**src/sv/plc_pkg.sv**
```systemverilog
// Shared types, constants and the half-step table for the proximity lid stepper controller.
package plc_pkg;

    // Field widths fixed by the interface.
    localparam int ECHO_W   = 24;
    localparam int CYCLE_W  = 10;
    localparam int TICK_W   = 8;
    localparam int CFG_W    = 24;
    localparam int CFG_IDX_W = 3;

    // Item opcodes.
    typedef enum logic [1:0] {
        OP_TICK    = 2'd0,
        OP_MEASURE = 2'd1,
        OP_BUTTON  = 2'd2
    } plc_op_t;

    // Configuration register indexes.
    typedef enum logic [CFG_IDX_W-1:0] {
        REG_NEAR_COUNT         = 3'd0,
        REG_MANUAL_CLOSE_COUNT = 3'd1,
        REG_VALID_LIMIT_COUNT  = 3'd2,
        REG_OPEN_CYCLES        = 3'd3,
        REG_CLOSE_CYCLES       = 3'd4,
        REG_STEP_TICKS         = 3'd5
    } plc_reg_t;

    // Register reset values (15 cm, 23 cm and 1000 cm as echo counts).
    localparam logic [ECHO_W-1:0]  NEAR_COUNT_RST         = 24'd874;
    localparam logic [ECHO_W-1:0]  MANUAL_CLOSE_COUNT_RST = 24'd1341;
    localparam logic [ECHO_W-1:0]  VALID_LIMIT_COUNT_RST  = 24'd58308;
    localparam logic [CYCLE_W-1:0] OPEN_CYCLES_RST        = 10'd120;
    localparam logic [CYCLE_W-1:0] CLOSE_CYCLES_RST       = 10'd140;
    localparam logic [TICK_W-1:0]  STEP_TICKS_RST         = 8'd10;

    // Half-step coil sequence in the opening direction.
    localparam logic [3:0] HALF_STEP [8] = '{
        4'h9, 4'h1, 4'h3, 4'h2, 4'h6, 4'h4, 4'hC, 4'h8
    };

    // One input beat.
    typedef struct packed {
        logic [1:0]  opcode;
        logic [15:0] capture_value;
        logic [7:0]  overflow_count;
    } plc_in_t;

    // One result beat.
    typedef struct packed {
        logic [3:0]        coil_pattern;
        logic              lid_open;
        logic              manual_mode;
        logic              moving;
        logic              move_done;
        logic [ECHO_W-1:0] echo_count;
    } plc_out_t;

    // Configuration register file contents.
    typedef struct packed {
        logic [ECHO_W-1:0]  near_count;
        logic [ECHO_W-1:0]  manual_close_count;
        logic [ECHO_W-1:0]  valid_limit_count;
        logic [CYCLE_W-1:0] open_cycles;
        logic [CYCLE_W-1:0] close_cycles;
        logic [TICK_W-1:0]  step_ticks;
    } plc_cfg_t;

    // Coil pattern for a phase; reverse runs the table backward.
    function automatic logic [3:0] half_step(input logic [2:0] phase, input logic rev);
        logic [2:0] idx;
        idx = rev ? 3'(3'd7 - phase) : phase;
        return HALF_STEP[idx];
    endfunction

endpackage

```
**src/sv/plc_core.sv**
```systemverilog
// Lid state, motion sequencer and echo decision logic, updated once per beat.
module plc_core
    import plc_pkg::*;
#(
    parameter int COUNT_BITS = 24
) (
    input  logic     clk,
    input  logic     rst_n,
    input  logic     step_en,
    input  plc_in_t  item,
    input  plc_cfg_t cfg,
    output plc_out_t result
);

    // Echo counts saturate at the narrower of COUNT_BITS and the field width.
    localparam int SAT_BITS = (COUNT_BITS < ECHO_W) ? COUNT_BITS : ECHO_W;
    localparam logic [ECHO_W-1:0] SAT_MAX = ECHO_W'((64'd1 << SAT_BITS) - 64'd1);

    logic               open_reg, open_next;
    logic               manual_reg, manual_next;
    logic               run_reg, run_next;
    logic               reverse_reg, reverse_next;
    logic               clr_manual_reg, clr_manual_next;
    logic [CYCLE_W-1:0] cycles_left_reg, cycles_left_next;
    logic [2:0]         phase_reg, phase_next;
    logic [TICK_W-1:0]  hold_reg, hold_next;
    logic [3:0]         drive_reg, drive_next;
    logic [ECHO_W-1:0]  last_count_reg, last_count_next;

    logic [ECHO_W-1:0]  raw_count;
    logic [ECHO_W-1:0]  echo_cnt;
    logic [TICK_W-1:0]  hold_inc;
    logic [2:0]         phase_inc;
    logic [CYCLE_W-1:0] cycles_dec;
    logic               start;
    logic               opening;
    logic               clr_eff;
    logic [CYCLE_W-1:0] start_cycles;
    logic               done;

    // Join capture and overflow count, then saturate.
    assign raw_count = {item.overflow_count, item.capture_value};
    assign echo_cnt  = (raw_count > SAT_MAX) ? SAT_MAX : raw_count;

    assign hold_inc     = hold_reg + 8'd1;
    assign phase_inc    = phase_reg + 3'd1;
    assign cycles_dec   = cycles_left_reg - 10'd1;
    assign start_cycles = opening ? cfg.open_cycles : cfg.close_cycles;

    // Next-state logic for one beat.
    always_comb
    begin
        open_next        = open_reg;
        manual_next      = manual_reg;
        run_next         = run_reg;
        reverse_next     = reverse_reg;
        clr_manual_next  = clr_manual_reg;
        cycles_left_next = cycles_left_reg;
        phase_next       = phase_reg;
        hold_next        = hold_reg;
        drive_next       = drive_reg;
        last_count_next  = last_count_reg;
        done             = 1'b0;
        start            = 1'b0;
        opening          = 1'b0;
        clr_eff          = clr_manual_reg;

        case (item.opcode)
            OP_TICK:
            begin
                // Advance the hold counter and step the coils when it expires.
                if (run_reg)
                begin
                    hold_next = hold_inc;
                    if (hold_inc >= cfg.step_ticks)
                    begin
                        hold_next  = '0;
                        phase_next = phase_inc;
                        if (phase_inc == 3'd0)
                        begin
                            cycles_left_next = cycles_dec;
                            if (cycles_dec == '0)
                            begin
                                run_next        = 1'b0;
                                done            = 1'b1;
                                clr_manual_next = 1'b0;
                                if (clr_manual_reg)
                                begin
                                    manual_next = 1'b0;
                                end
                            end
                        end
                        if (!(phase_inc == 3'd0 && cycles_dec == '0))
                        begin
                            drive_next = half_step(phase_inc, reverse_reg);
                        end
                    end
                end
            end
            OP_MEASURE:
            begin
                // Measurements only count while the motor is idle.
                if (!run_reg)
                begin
                    last_count_next = echo_cnt;
                    if (echo_cnt <= cfg.valid_limit_count)
                    begin
                        if (!manual_reg)
                        begin
                            if (!open_reg && echo_cnt <= cfg.near_count)
                            begin
                                start   = 1'b1;
                                opening = 1'b1;
                            end
                            else if (open_reg && echo_cnt > cfg.near_count)
                            begin
                                start = 1'b1;
                            end
                        end
                        else
                        begin
                            if (open_reg && echo_cnt <= cfg.manual_close_count)
                            begin
                                start   = 1'b1;
                                clr_eff = 1'b1;
                            end
                            else if (!open_reg)
                            begin
                                start   = 1'b1;
                                opening = 1'b1;
                            end
                        end
                    end
                end
            end
            OP_BUTTON:
            begin
                manual_next = 1'b1;
            end
            default:
            begin
            end
        endcase

        // Motion start; a zero cycle count finishes at once without moving.
        if (start)
        begin
            open_next    = opening;
            reverse_next = !opening;
            if (start_cycles == '0)
            begin
                done            = 1'b1;
                clr_manual_next = 1'b0;
                if (clr_eff)
                begin
                    manual_next = 1'b0;
                end
            end
            else
            begin
                clr_manual_next  = clr_eff;
                run_next         = 1'b1;
                cycles_left_next = start_cycles;
                phase_next       = '0;
                hold_next        = '0;
                drive_next       = half_step(3'd0, !opening);
            end
        end
    end

    // State registers.
    always_ff @(posedge clk or negedge rst_n)
    begin
        if (!rst_n)
        begin
            open_reg        <= 1'b0;
            manual_reg      <= 1'b0;
            run_reg         <= 1'b0;
            reverse_reg     <= 1'b0;
            clr_manual_reg  <= 1'b0;
            cycles_left_reg <= '0;
            phase_reg       <= '0;
            hold_reg        <= '0;
            drive_reg       <= '0;
            last_count_reg  <= '0;
        end
        else if (step_en)
        begin
            open_reg        <= open_next;
            manual_reg      <= manual_next;
            run_reg         <= run_next;
            reverse_reg     <= reverse_next;
            clr_manual_reg  <= clr_manual_next;
            cycles_left_reg <= cycles_left_next;
            phase_reg       <= phase_next;
            hold_reg        <= hold_next;
            drive_reg       <= drive_next;
            last_count_reg  <= last_count_next;
        end
    end

    // Result reflects the state after this beat.
    always_comb
    begin
        result.coil_pattern = drive_next;
        result.lid_open     = open_next;
        result.manual_mode  = manual_next;
        result.moving       = run_next;
        result.move_done    = done;
        result.echo_count   = last_count_next;
    end

endmodule

```
**src/sv/proximity_lid_stepper_controller.sv**
```systemverilog
// Top level: configuration registers, input register, core and result register.
// A beat in the input register steps the core; its status is then registered and
// offered as a result. One beat per cycle with no gaps while results are not
// stalled; in a stall the input register can take one beat, then stalls.
// Reset (rst_n low, asynchronous): lid closed, automatic mode, coils off,
// echo count zero, registers at their default thresholds, pipeline empty.
module proximity_lid_stepper_controller
    import plc_pkg::*;
#(
    parameter int COUNT_BITS = 24
) (
    input  logic                 clk,
    input  logic                 rst_n,
    input  logic                 item_valid,
    output logic                 item_stall,
    input  plc_in_t              item_data,
    output logic                 result_valid,
    input  logic                 result_stall,
    output plc_out_t             result_data,
    input  logic                 cfg_write,
    input  logic [CFG_IDX_W-1:0] cfg_index,
    input  logic [CFG_W-1:0]     cfg_data
);

    plc_cfg_t cfg_reg;
    plc_in_t  item_reg;
    logic     item_valid_reg;
    plc_out_t result_reg;
    logic     result_valid_reg;
    plc_out_t core_result;
    logic     result_free;
    logic     step_en;

    // Handshake: the result slot frees when empty or being taken.
    assign result_free = !result_valid_reg || !result_stall;
    assign step_en     = item_valid_reg && result_free;
    assign item_stall  = item_valid_reg && !result_free;

    // Configuration register file.
    always_ff @(posedge clk or negedge rst_n)
    begin
        if (!rst_n)
        begin
            cfg_reg.near_count         <= NEAR_COUNT_RST;
            cfg_reg.manual_close_count <= MANUAL_CLOSE_COUNT_RST;
            cfg_reg.valid_limit_count  <= VALID_LIMIT_COUNT_RST;
            cfg_reg.open_cycles        <= OPEN_CYCLES_RST;
            cfg_reg.close_cycles       <= CLOSE_CYCLES_RST;
            cfg_reg.step_ticks         <= STEP_TICKS_RST;
        end
        else if (cfg_write)
        begin
            case (cfg_index)
                REG_NEAR_COUNT:         cfg_reg.near_count         <= cfg_data;
                REG_MANUAL_CLOSE_COUNT: cfg_reg.manual_close_count <= cfg_data;
                REG_VALID_LIMIT_COUNT:  cfg_reg.valid_limit_count  <= cfg_data;
                REG_OPEN_CYCLES:        cfg_reg.open_cycles  <= cfg_data[CYCLE_W-1:0];
                REG_CLOSE_CYCLES:       cfg_reg.close_cycles <= cfg_data[CYCLE_W-1:0];
                REG_STEP_TICKS:         cfg_reg.step_ticks   <= cfg_data[TICK_W-1:0];
                default:
                begin
                end
            endcase
        end
    end

    // Input register stage.
    always_ff @(posedge clk or negedge rst_n)
    begin
        if (!rst_n)
        begin
            item_valid_reg <= 1'b0;
        end
        else if (!item_stall)
        begin
            item_valid_reg <= item_valid;
        end
    end

    always_ff @(posedge clk)
    begin
        if (item_valid && !item_stall)
        begin
            item_reg <= item_data;
        end
    end

    plc_core #(
        .COUNT_BITS (COUNT_BITS)
    ) u_core (
        .clk     (clk),
        .rst_n   (rst_n),
        .step_en (step_en),
        .item    (item_reg),
        .cfg     (cfg_reg),
        .result  (core_result)
    );

    // Result register stage.
    always_ff @(posedge clk or negedge rst_n)
    begin
        if (!rst_n)
        begin
            result_valid_reg <= 1'b0;
        end
        else if (result_free)
        begin
            result_valid_reg <= item_valid_reg;
        end
    end

    always_ff @(posedge clk)
    begin
        if (step_en)
        begin
            result_reg <= core_result;
        end
    end

    assign result_valid = result_valid_reg;
    assign result_data  = result_reg;

endmodule

```
**config.mk**
```make
export PLATFORM = sky130hd
export DESIGN_NAME = proximity_lid_stepper_controller
export DESIGN_NICKNAME = d
export VERILOG_FILES = /design/src/sv/plc_pkg.sv /design/src/sv/plc_core.sv /design/src/sv/proximity_lid_stepper_controller.sv
export SDC_FILE = /design/constraint.sdc
export NUM_CORES = 1
export LEC_CHECK = 0
export CAP_MARGIN = 10
export CORE_ASPECT_RATIO = 1.25
export CORE_MARGIN = 2
export CORE_UTILIZATION = 64
export DETAILED_ROUTE_END_ITERATION = 10
export DONT_BUFFER_PORTS = 1
export GPL_TIMING_DRIVEN = 0
export PLACE_DENSITY = 0.82
export SLEW_MARGIN = 15
export SYNTH_ARGS = -nofsm -noshare
export SYNTH_HDL_FRONTEND = slang
export SYNTH_SLANG_ARGS = --single-unit
```
**constraint.sdc**
```tcl
create_clock -name clk -period 4.4 [get_ports clk]
set_clock_uncertainty 0.15 [all_clocks]
set_input_delay 0.88 -clock clk [delete_from_list [all_inputs] [get_ports clk]]
set_output_delay 0.88 -clock clk [all_outputs]
set_load 0.01 [all_outputs]
```
* Word-level counts from Yosys, hierarchy flattened
Memory sizes are Yosys's and may differ from the RTL's.
Index checks and enable logic that the tools add are counted.
** Word-level totals
- Bits of input ports :: 58
- Bits in read-only memories :: 64
- Flip-flop bits (word level) :: 214
- Memories kept :: 2
** Memories
- (name not given) :: depth 8, bits a word 4, rd ports 1, clocked after Yosys merged registers in 0, write ports 0, line plc_pkg.sv:72 : return HALF_STEP[idx];
- (name not given) :: depth 8, bits a word 4, rd ports 1, clocked after Yosys merged registers in 0, write ports 0, line plc_pkg.sv:72
** Cells by class
- Mux-type cells :: 82
- $lt $le $gt $ge :: 8
- Reduce and logical (&&, ||, !) cells :: 32
- Bitwise gates (word level) :: 2
- Equal/unequal tests :: 7
- Add/sub/neg operators :: 4
** Operator list (count)
- 24-bit less-or-equal comparator :: 3
- 24-bit two-way mux :: 3
- 10-bit two-way mux :: 7
- 1-bit two-way mux :: 49
- 4-bit two-way mux :: 10
- 8-bit two-way mux :: 5
- 24-bit greater-than comparator :: 1
- 24-bit greater-than comparator, second input constant :: 1
- 3-bit two-way mux :: 7
- 10-bit logical NOT :: 2
- 2-bit AND reduction :: 7
- 2-bit nonzero test :: 5
- 10-bit by 1-bit subtractor with 10-bit output, second input constant :: 1
- 8-bit by 1-bit adder with 8-bit output, second input constant :: 1
- 4-bit >= comparator, second input constant :: 2
- 8-bit >= comparator :: 1
- 3-bit NOT with 4-bit output :: 2
- 1-bit logical AND :: 7
- 3-bit by 2-bit == test with 1-bit output, second input constant :: 2
- 3-bit == test, second input constant :: 2
- 1-bit logical NOT :: 6
- 3-bit logical NOT :: 2
- 6-bit AND reduction :: 1
- 3-bit by 1-bit adder with 3-bit output, second input constant :: 1
- other kinds (7) :: 7

* Longest topological paths before layout
- Depth after elaboration :: 16
- Gate-level depth with buffers :: 19
- Mapped depth without buffers :: 17

* Hierarchy
Synthesis repeated with hierarchy kept, for this count alone.
** Unflattened totals
- Cell total of the unflattened synthesis :: 949
- Area total of the unflattened synthesis :: 11203.2 µm²
** Modules (own cells, without submodules)
- proximity_lid_stepper_controller :: times used 1, cells each 282, seq. area each 4331.7 µm², area each 5739.3 µm²
- plc_core :: times used 1, cells each 667, seq. area each 1351.3 µm², area each 5464.0 µm²

* Least setup slack after synthesis
Ideal clock, no wire load.
- Kind :: register -> register
- From :: reg cfg_reg[77] in the netlist's numbering
- To :: reg u_core.cycles_left_reg[9]
- Data arrival time :: 3.143 ns
- Path slack :: 0.987 ns
- Cell stages (with the launch flop) :: 20
- Path through :: dfstp_2 > inv_1 > ha_1 > nor2b_1 > o21a_1 > o21ai_0 > nand2b_1 > a21oi_1 > nor2b_1 > o211ai_1 > a211oi_1 > o31ai_1 > ha_1 > inv_1 > o221a_4 > and3b_1 > buf_6 > buf_6 > nand2_1 > a31o_2
** On the way
- Word-level cells in the longest chain between the ends :: 11
- Elaborated cells between the ends (all ways) :: 19
- Those cells by class :: order compare: 2; mux: 14; reduce/logical: 3
** RTL lines
- start: declaration :: line proximity_lid_stepper_controller.sv:25 : plc_cfg_t cfg_reg;
- 24-bit less-or-equal comparator :: line plc_core.sv:110 : if (!open_reg && echo_cnt <= cfg.near_count)
- 1-bit logical AND :: line plc_core.sv:110
- 1-bit two-way mux :: line plc_core.sv:110
- 1-bit two-way mux :: line plc_core.sv:108 : if (!manual_reg)
- 1-bit two-way mux :: line plc_core.sv:106 : if (echo_cnt <= cfg.valid_limit_count)
- 1-bit two-way mux :: line plc_core.sv:103 : if (!run_reg)
- 1-bit two-way mux :: line plc_core.sv:68 : case (item.opcode)
- 10-bit two-way mux :: line plc_core.sv:48 : assign start_cycles = opening ? cfg.open_cycles : cfg.close_cycles;
- 10-bit logical NOT :: line plc_core.sv:150 : if (start_cycles == '0)
- 10-bit two-way mux :: line plc_core.sv:150
- 10-bit two-way mux * :: line plc_core.sv:146 : if (start)
- end signal: assignment :: line plc_core.sv:194 : cycles_left_reg <= cycles_left_next;
- end: declaration :: line plc_core.sv:24 : logic [CYCLE_W-1:0] cycles_left_reg, cycles_left_next;
Mark *: on every way between the ends. The rest lies on a longest branch, timed or not.
A chain may end at the register's enable or synchronous reset.

* Worst setup path after layout
- From :: reg cfg_reg[77] in the netlist's numbering
- To :: reg u_core.cycles_left_reg[5]
The elaborated chain is that of the path after synthesis.

==> flow_summary.yaml <==
drt:
  drtAntennaViolNets: 0
  drt_iter0_drc: 687
  routed_wl_mm: 25.6
  firstDrtPassIters: 5
  drc: 0
  wl_per_cell_um: 20.0
  num_vias: 7922
  via_per_inst: 6.19
synthesis:
  syn_area_um2: 10800
  ys_warn_count: 0
  synth_xor_area_frac: 0.00732
  synth_top_family_by_area: "simple AND/OR/NAND/NOR gates"
  synth_seq_cells: 214
  seq_area_frac_synth: 0.528
  synth-simple-area-share: 0.126
  synth-async-reset-ratio: 0.729
  synth-main-ff-cell: "dfrtp_1"
  avgSynthCellArea_um2: 10.6
  syn-num-nets: 1161
  synthCells: 1017
  synth_compound_area_frac: 0.121
  synthAdderAreaFrac: 0.100
  yosys.cell_types.count: 60
  yosys-mux-area-fraction: 0.0729
  synth_edf_count: 58
sta:
  max_freq_mhz: 243
  fin_hold_ws_ns: 0.0825
  min_period_ns: 4.11
  slew_headroom: 0.462
  setup_slack_ns: 0.290
  setup_tns_ns: 0
  post-route-period-util: 0.934
  hold_violations: 0
  rsz0062_at_grt: "false"
  setup_viol: 0
  worst_pin_slew_ns: 0.804
  drv_slew: 0
clock_network:
  cts_num_sinks: 214
  path_clk_slew_ns: 0.06
  clk_latency_ns: 0.51
  cts_tree: "built"
  numCtsBuffers: 22
  max-clock-path-buffers: 3
  cts-root-buf: "clkbuf_16"
  htreeDepth: 1
  cts_setup_buffers: 0
die:
  die_w_um: 120
  ios: 92
  design.die.area_um2: 17900
  start_util: 0.647
  coreArea_um2: 16600
  num_rows: 53
  die_y_um: 149
global_routing:
  grt_pass1_vias: 8035
  grt_pass1_wl_mm: 40.1
  antenna_found_initial: 0
  grt.total_usage: 0.287
  globalRouteOverflowTotal: 0
  grt_start_max_net_pins: 127
power:
  p_int_uw: 4370
  peakVddDrop_mv: 0.413
  switching_share: 0.303
  power.share.clock: 0.307
  combPwrFrac: 0.233
  seq_power_share: 0.460
  p_leak_uw: 0.00526
  powerDensity_nw_per_um2: 528
  p_sw_uw: 1900
worst_setup_path:
  path_class: "reg2reg"
  critical-path-max-stage-delay_ns: 0.52
  worst-path-buf-inv: 2
  crit_path_start: "cfg_reg[77]"
  crit_required_ns: 4.68
  cp-end-kind: "flip-flop"
  rr_startpoint: "cfg_reg[77]"
  cp_max_fo: 10
  cp_slowest_cell: "dfstp_2"
  cp-start-kind: "flip-flop"
  critPathTopFamily: "compound AO/OA/AOI/OAI gates"
  cp_cell_sequence: "inv_1 > ha_1 > nor2b_1 > o21a_1 > o21ai_0 > nand2b_1 > a21oi_1 > nor2b_1 > o211ai_1 > a211oi_1 > o31ai_2 > ha_1 > o21a_1 > a21oi_1 > nand3b_1 > buf_2 > a21oi_1 > a2bb2oi_1"
  crit_arrival_ns: 4.39
  crit_top_cell: "a21oi_1"
run:
  drv_cap: 0
placed_design:
  pre_cts_slack_ns: 0.263
  port_buffers: 0
  gp_congestion: 0.887
  hpwl_mm: 17.7
layout:
  drive_gt1_frac: 0.136
  final_util: 0.713
  synthToLayoutAreaGrowth_pct: 10.3
  final_nets: 1188
  antennaDiodeCount: 0
  fill_cells: 1150
  regArea_um2: 5680
  largest_reg_flops: 100
  multiInputGateArea_um2: 4610
status:
  status: "finished, final reports clean"
hold_path:
  min_path_type: "in2async"
-- worst reg2reg max path, stage by stage (launching register included) --
cell	delay, ns
dfstp_2	0.52
inv_1	0.06
ha_1	0.32
nor2b_1	0.14
o21a_1	0.17
o21ai_0	0.14
nand2b_1	0.08
a21oi_1	0.16
nor2b_1	0.07
o211ai_1	0.19
a211oi_1	0.12
o31ai_2	0.33
ha_1	0.24
o21a_1	0.24
a21oi_1	0.13
nand3b_1	0.35
buf_2	0.31
a21oi_1	0.16
a2bb2oi_1	0.17
-- logic make-up after synthesis --
logic type | after synthesis
simple gates | 299
compound gates | 215
flops | 214
buf+inv | 123
fa+ha+maj | 86
mux | 71
xor+xnor | 9
-- worst paths after layout --
kind,cells after the start,to,slack (ns)
max reg2reg,18,u_core.cycles_left_reg[5],0.29
min,0,cfg_reg[22],0.08
max,18,u_core.cycles_left_reg[5],0.29
max in group asynchronous,1,cfg_reg[66],3.42
min in group clk,0,item_reg[24],0.31
min reg2reg,2,u_core.last_count_reg[14],0.32
-- metal layers --
| layer | track usage | up-vias | routed length, um |
|---|---|---|---|
| met5 | 0 | - | 0 |
| met1 | 0.338 | 3885 | 9740 |
| li1 | - | 3642 | - |
| met3 | 0.0474 | 96 | 1520 |
| met2 | 0.503 | 299 | 12900 |
| met4 | 0.155 | 0 | 1490 |
-- repair_timing --
action,in CTS,in global routing
gates resized for setup,0,1
hold endpoints to repair,126,0
endpoints found under the setup margin,0,2
hold buffers,1,0
-- area by class of cell --
class / instances / area share
clock inverter: 8 / 0.00811
inverter: 90 / 0.0285
sequential: 214 / 0.479
tap: 220 / 0.0232
timing repair buffer: 3 / 0.00527
clock buffer: 32 / 0.0555
multi-input combinational: 680 / 0.389
buffer: 33 / 0.0121
-- power by group through the flow --
| stage | Sequential [uW] | Combinational [uW] | Clock (uW) |
|---|---|---|---|
| after global routing | 2930 | 1640 | 2010 |
| final | 2880 | 1460 | 1930 |
| after CTS | 2880 | 1450 | 1930 |
| after global placement | 2880 | 1320 | 0 |
| after detailed placement | 2910 | 1390 | 0 |
| after floorplan | 2820 | 1090 | 0 |
-- cells in the final DEF, fill, tap and decap left out, types with 23 or more instances in the layout --
cell       count
mux2_2        59
clkbuf_16     23
ha_1          86
inv_1         89
nor2_1        23
dfstp_2       30
a21oi_1       44
nand2_1      186
edfxtp_1      58
clkbuf_1      29
o21ai_0       95
dfrtp_1      126
-- cells in the mapped netlist, drive strengths merged, types with 5 or more instances --
master,count,area share
a21o,11,0.0077
a21oi,44,0.020
a22o,7,0.0057
a31oi,5,0.0029
a32oi,5,0.0041
buf,8,0.0045
clkbuf,25,0.0087
dfrtp,126,0.29
dfstp,30,0.073
edfxtp,58,0.16
ha,86,0.10
inv,89,0.031
mux2,59,0.062
mux2i,12,0.011
nand2,186,0.065
nand2b,7,0.0041
nand3,14,0.0065
nand4,21,0.012
nor2,23,0.0080
nor2b,8,0.0047
nor3,11,0.0051
nor4,7,0.0047
o21a,7,0.0049
o21ai,97,0.045
o22a,6,0.0049
o22ai,8,0.0047
xor2,5,0.0041
-- through the flow --
stage          instance area, um^2  std cells  total power (uW)
2_1_floorplan                10800       1017              3910
3_3_place_gp                 11000       1237              4200
3_5_place_dp                 11100       1239              4300
4_1_cts                      11900       1280              6260
5_1_grt                      11900       1280              6590
6_report                     11900       1280              6270
No activity file was read; power rests on OpenSTA's default activity.
